$ cat src/sv/absr_pkg.sv
// Shared types, constants and the palette function for the scanline renderer.
package absr_pkg;

    // Default frame geometry
    localparam int DEF_TOTAL_LINES       = 240;
    localparam int DEF_TOP_BORDER        = 24;
    localparam int DEF_SIDE_BORDER_PAIRS = 16;

    // Video memory split into a bitmap part and an attribute part
    localparam int BITMAP_DEPTH = 6144;
    localparam int ATTR_DEPTH   = 768;
    localparam int MEM_SIZE     = 6912;
    localparam int CELLS        = 32;
    localparam int ACTIVE_LINES = 192;
    localparam int BITMAP_AW    = 13;
    localparam int ATTR_AW      = 10;

    // Function codes of an input word
    localparam logic FUNC_WRITE  = 1'b0;
    localparam logic FUNC_RENDER = 1'b1;

    typedef enum logic {
        ST_IDLE,
        ST_RUN
    } t_state;

    // Controller to datapath commands
    typedef struct packed {
        logic       write;   // store one memory byte
        logic       load;    // latch a render word
        logic       issue;   // one result slot enters the pipe
        logic       border;  // slot shows border colour
        logic       last;    // slot is the last of the line
        logic [4:0] col;     // character column of the slot
    } t_cmd;

    // Datapath to controller status
    typedef struct packed {
        logic active;        // latched line lies in the picture area
    } t_status;

    // Palette index to RGB444: bit 0 blue, bit 1 red, bit 2 green, bit 3 bright
    function automatic logic [11:0] palette(input logic [3:0] idx);
        logic [3:0] lvl;
        lvl = idx[3] ? 4'hF : 4'h8;
        return {idx[1] ? lvl : 4'h0, idx[2] ? lvl : 4'h0, idx[0] ? lvl : 4'h0};
    endfunction

endpackage

$ cat src/sv/absr_ctrl.sv
// Controller: accepts words and sequences the result slots of a line.
module absr_ctrl #(
    parameter int SIDE_BORDER_PAIRS = absr_pkg::DEF_SIDE_BORDER_PAIRS
) (
    input  logic             i_clk,
    input  logic             i_rst_n,
    input  logic             start,
    input  logic             i_func,
    input  absr_pkg::t_status i_status,
    output absr_pkg::t_cmd   o_cmd,
    output logic             busy
);
    import absr_pkg::*;

    localparam int SIDE_CELLS = (SIDE_BORDER_PAIRS / 4 > 4) ? 4 : SIDE_BORDER_PAIRS / 4;
    localparam int TOTAL      = 2 * SIDE_CELLS + CELLS;
    localparam logic [5:0] SIDE_L  = 6'(SIDE_CELLS);
    localparam logic [5:0] RIGHT_L = 6'(SIDE_CELLS + CELLS);
    localparam logic [5:0] LAST_L  = 6'(TOTAL - 1);

    t_state     r_state, n_state;
    logic [5:0] r_slot, n_slot;
    logic       w_accept;
    logic [5:0] w_cell_full;

    assign w_accept    = start && (r_state == ST_IDLE);
    assign w_cell_full = r_slot - SIDE_L;

    // State and slot counter
    always_ff @(posedge i_clk) begin
        if (!i_rst_n) begin
            r_state <= ST_IDLE;
            r_slot  <= '0;
        end else begin
            r_state <= n_state;
            r_slot  <= n_slot;
        end
    end

    // Next state
    always_comb begin
        n_state = r_state;
        n_slot  = r_slot;
        case (r_state)
            ST_IDLE: begin
                n_slot = '0;
                if (w_accept && i_func == FUNC_RENDER) begin
                    n_state = ST_RUN;
                end
            end
            ST_RUN: begin
                n_slot = r_slot + 6'd1;
                if (r_slot == LAST_L) begin
                    n_state = ST_IDLE;
                    n_slot  = '0;
                end
            end
            default: begin
                n_state = ST_IDLE;
                n_slot  = '0;
            end
        endcase
    end

    // Outputs
    always_comb begin
        o_cmd = '0;
        busy  = 1'b0;
        case (r_state)
            ST_IDLE: begin
                o_cmd.write = w_accept && i_func == FUNC_WRITE;
                o_cmd.load  = w_accept && i_func == FUNC_RENDER;
            end
            ST_RUN: begin
                busy         = 1'b1;
                o_cmd.issue  = 1'b1;
                o_cmd.border = !i_status.active || r_slot < SIDE_L || r_slot >= RIGHT_L;
                o_cmd.last   = r_slot == LAST_L;
                o_cmd.col    = w_cell_full[4:0];
            end
            default: begin
                busy = 1'b0;
            end
        endcase
    end

endmodule

$ cat config.mk
export PLATFORM = sky130hd
export DESIGN_NAME = absr_ctrl
export DESIGN_NICKNAME = d
export VERILOG_FILES = /design/src/sv/absr_pkg.sv /design/src/sv/absr_ctrl.sv
export SDC_FILE = /design/constraint.sdc
export NUM_CORES = 1
export LEC_CHECK = 0
export BUFFER_PORTS_ARGS = -buffer_cell sky130_fd_sc_hd__clkbuf_2
export CAP_MARGIN = 5
export CORE_AREA = 5 5 42 44
export DETAILED_ROUTE_END_ITERATION = 8
export DIE_AREA = 0 0 47 49
export MAX_ROUTING_LAYER = met4
export PLACE_DENSITY_LB_ADDON = 0.3
export SLEW_MARGIN = 20
export SYNTH_ARGS = -nofsm -noshare
export SYNTH_HDL_FRONTEND = slang
export SYNTH_SLANG_ARGS = --single-unit
$ cat constraint.sdc
create_clock -name i_clk -period 3.77 [get_ports i_clk]
set_input_delay 0.754 -clock i_clk [delete_from_list [all_inputs] [get_ports i_clk]]
set_output_delay 0.754 -clock i_clk [all_outputs]
set_load 0.05 [all_outputs]
== Yosys cells after proc, flatten, opt, wreduce, memory -nomap -nowiden ==
Cells that the tools add are included.

* Add/subtract/negate cells: 2
* Order comparisons: 2
* Equal/unequal tests: 1
* Mux-type cells: 8
* Bitwise logic cells: 2
* Reduce and logical (&&, ||, !) cells: 6

{| class="wikitable"
|+ Operator list
! cell !! number
|-
| one-hot mux 6 bit (2 select lines) || 1
|-
| 2-to-1 mux 8 bit || 1
|-
| adder 6 x 1 -> 6 bit, second input constant || 1
|-
| == test 6 bit, second input constant || 1
|-
| greater-or-equal comparator 6 bit, second input constant || 1
|-
| < comparator 6 x 3 -> 1 bit, second input constant || 1
|-
| 2-to-1 mux 6 bit || 1
|-
| subtractor 5 x 3 -> 5 bit, second input constant || 1
|-
| logical AND 1 bit || 3
|-
| 2-to-1 mux 1 bit || 3
|-
| logical OR 1 bit || 2
|-
| 2-to-1 mux 2 bit || 1
|-
| inverter 1 bit || 2
|-
| one-hot mux 1 bit (2 select lines) || 1
|-
| logical NOT 1 bit || 1
|}

* Register bits: 7
* Input port bits: 5
* Output and inout bits: 11
* Word-level logic and storage cells: 23

== Longest topological paths before layout ==
* Word-level depth: 5
* Gate-level depth with buffers: 5
* Depth with buffers taken out: 5

== Worst setup path after synthesis ==
OpenSTA, ideal clock, no wires.

* Path kind: in2out
* Start point: input start
* End point: output o_cmd[9] (netlist name)
* Arrival time: 1.900 ns
* Data required time: 3.016 ns
* Slack: 1.116 ns
* Stages on the path: 1
* Path buffers: 0
* Cell sequence: nor3b_1

* Cells in the longest elaborated chain, start to end: 3

{| class="wikitable"
|+ Ends and longest elaborated chain
! item !! line !! RTL
|-
| from (decl) || absr_ctrl.sv:7 || <nowiki>input logic start,</nowiki>
|-
| logical AND 1 bit || absr_ctrl.sv:26 || <nowiki>assign w_accept = start && (r_state == ST_IDLE);</nowiki>
|-
| logical AND 1 bit || absr_ctrl.sv:71 || <nowiki>o_cmd.write = w_accept && i_func == FUNC_WRITE;</nowiki>
|-
| 2-to-1 mux 2 bit || absr_ctrl.sv:69 || <nowiki>case (r_state)</nowiki>
|-
| to (decl) || absr_ctrl.sv:10 || <nowiki>output absr_pkg::t_cmd o_cmd,</nowiki>
|}

No other way between the ends.

==> metrics.txt <==
status=finished clean; Yosys Warn Count=0; H-tree levels=1; root buf cell=clkbuf_4; flops & latches, synth=7; setup bufs post-CTS=0; switching part of the total=0.333; arrival time worst endpoint=1.68 ns; CTS tree=yes; Clk pwr share=0.356; synth unique cells=22; Non-Filler Instances=84; part of the power in registers=0.419; P_leak=0.000268 uW; Post-Syn Area per Cell=8.83 sq um; GR Layer Usage met3=0.0554; Slew headroom=0.735; via count=380; Hold WC Path Type=reg2reg; Core Area=1400 sq um; initial antenna violation count=0; cell-by-cell trace of the critical path=inv_1, ha_1, nor2b_1, o311a_1, clkbuf_2; Synth-to-Final Area Change=23.6%; CTS clock-pin slew for the worst setup and hold paths=0.05 ns; Cell Area, Synth=450 sq um; setup violators final=0; GR peak layer=met2; pin count of the biggest net entering global routing=13; critical path type=reg2out; Slowest-stage cell, CP=dfxtp_1; type of origin of the critical path=flop; Ports=16; global-route wire length before repair=1.53 mm; Die Width=47 um; Critical R2R Launch=r_slot[3]; Routed wire per std cell=10.6 um; Rows=14; post-CTS resize count=0; Syn Nets=61; number of nets in the layout=79; crit path from=r_slot[2]; CTS Sinks=7; Slew Viols, Final=0; Vias/cell=4.52; Critical Path Sink Type=primary output; period utilization=0.646; initial core utilization=0.321; final WL=888 um; Reg2Reg Depth=5; crit-path max cell delay=0.45 ns; total CTS buffers=3; CP Max Fanout=6; DRT Pass-1 Iters=2; Slew @ Worst Pin=0.397 ns; clk_skew=0.00515 ns; ANT cells=0; reg-to-reg setup timing slack=2.57 ns; internal power=127 uW; die height=49 um; Power per Cell Area=341 nW/um^2; starting DRC count in detailed routing=2; die area=2300 sq um; Cells after DPL=80; Buf+Inv Stages, Crit Path=2; peak supply drop=151 uV; synthesized instance count=51; worst reg2reg endpoint=r_slot[5]; setup TNS=0 ns; Routed Antenna Nets=0; P_sw=63.2 uW; Longest Clk Path Bufs=2; HPWL Detailed=698 um; GP Congestion=0.691; sequential area share after synthesis=0.311; delay-heaviest family, CP=flip-flops; Worst EP required=3.02 ns; Worst-Skew Late Latency=0.25 ns; combinational share of power=0.225; total gr overflow=0; vias in the first global route=369; Hold Violations, Final=0; fmax=411 MHz; Port Buffer Count=15; share of cells above drive strength 1=0.324; number of max-cap violations=0; Filler cells=165; residual DRC count=0; met2 usage in global routing=0.133; CTS Hold Bufs=0; RSZ-0062 raised after global routing=no; Critical Path Sink=o_cmd[6]; Total GRT Usage=0.0949; cell count along the critical path=5; met1 Use GR=0.107; Tmin final=2.44 ns
[power groups by stage]
| stage | clock, uW | combinational [uW] | sequential, uW |
|---|---|---|---|
| 5_1_grt | 74.9 | 45.1 | 80.1 |
| 2_1_floorplan | 0 | 33.8 | 81.7 |
| 6_report | 67.6 | 42.8 | 79.5 |
| 3_5_place_dp | 0 | 43.1 | 81.1 |
| 3_3_place_gp | 0 | 42.7 | 81.1 |
| 4_1_cts | 71.9 | 43.3 | 79.6 |
[routing by layer]
| layer | part of all wire | vias up |
|---|---|---|
| li1 | - | 196 |
| met1 | 0.41 | 174 |
| met2 | 0.50 | 8 |
| met3 | 0.072 | 2 |
| met4 | 0.016 | 0 |
| met5 | 0 | - |
[sequential cells by signal, indices dropped and copies added, names as in the netlist]
name,flops
r_state,1
r_slot,6
[final cells by class]
type                       count  area [sq um]  share of cell area
multi-input combinational     36           273               0.490
sequential                     7           140               0.252
timing repair buffer          15          75.1               0.135
clock buffer                   4          26.3              0.0472
inverter                       6          22.5              0.0404
tap                           16          20.0              0.0360
[cells in the final DEF, fill, tap and decap left out, drive strengths merged, types with 2 or more instances in the layout]
| cell type | netlist | routed |
|---|---|---|
| clkbuf | 0 | 19 |
| dfxtp | 7 | 7 |
| inv | 6 | 6 |
| nand2 | 5 | 5 |
| nor2 | 5 | 5 |
| ha | 5 | 5 |
| nor2b | 3 | 3 |
| and2 | 3 | 3 |
| xnor2 | 2 | 2 |
[how the worst min path moves through the flow]
stage / startpoint / end / slack, ns / depth (start not counted)
2_1_floorplan: r_slot[0] / r_slot[0] / 0.45 / 1
3_3_place_gp: r_slot[0] / r_slot[0] / 0.47 / 1
3_5_place_dp: r_slot[0] / r_slot[0] / 0.48 / 1
4_1_cts: r_slot[0] / r_slot[0] / 0.49 / 1
5_1_grt: r_slot[0] / r_slot[0] / 0.53 / 1
6_report: r_slot[0] / r_slot[0] / 0.48 / 1
[cell usage after synthesis]
cell	instances	area, sq um
nand3_2	1	10.0
o21a_1	1	7.51
nor2_1	5	18.8
o311a_1	1	10.0
nor2b_1	3	18.8
buf_4	2	15.0
or3_1	1	6.26
xnor2_1	2	17.5
nand3b_4	1	20.0
o21ai_0	1	5.00
dfxtp_1	7	140
nand2_1	5	18.8
a21oi_2	1	8.76
and3b_1	1	8.76
nand4_1	1	6.26
ha_1	5	62.6
and2_1	3	18.8
and4b_1	1	10.0
xor2_1	1	8.76
and2b_2	1	8.76
nor3b_1	1	7.51
inv_1	6	22.5
[metrics by stage]
stage | util | hold WS, ns | power [uW] | setup WS, ns | area [sq um]
floorplan | - | 0.447 | 116 | 1.12 | 450
global placement | 0.379 | 0.474 | 124 | 1.60 | 531
detailed placement | 0.379 | 0.481 | 124 | 1.58 | 531
CTS | 0.397 | 0.490 | 195 | 1.30 | 557
global route | 0.397 | 0.527 | 200 | 1.22 | 557
finish | 0.397 | 0.484 | 190 | 1.33 | 557
[kinds of logic after synthesis]
group / share of synthesized area
adder cells (fa/ha/maj): 0.139
AND/OR/NAND/NOR: 0.339
flip-flops: 0.311
buffers and inverters: 0.0833
XOR/XNOR: 0.0583
AO/OA/AOI/OAI: 0.0694
(Power assumes the default switching activity.)
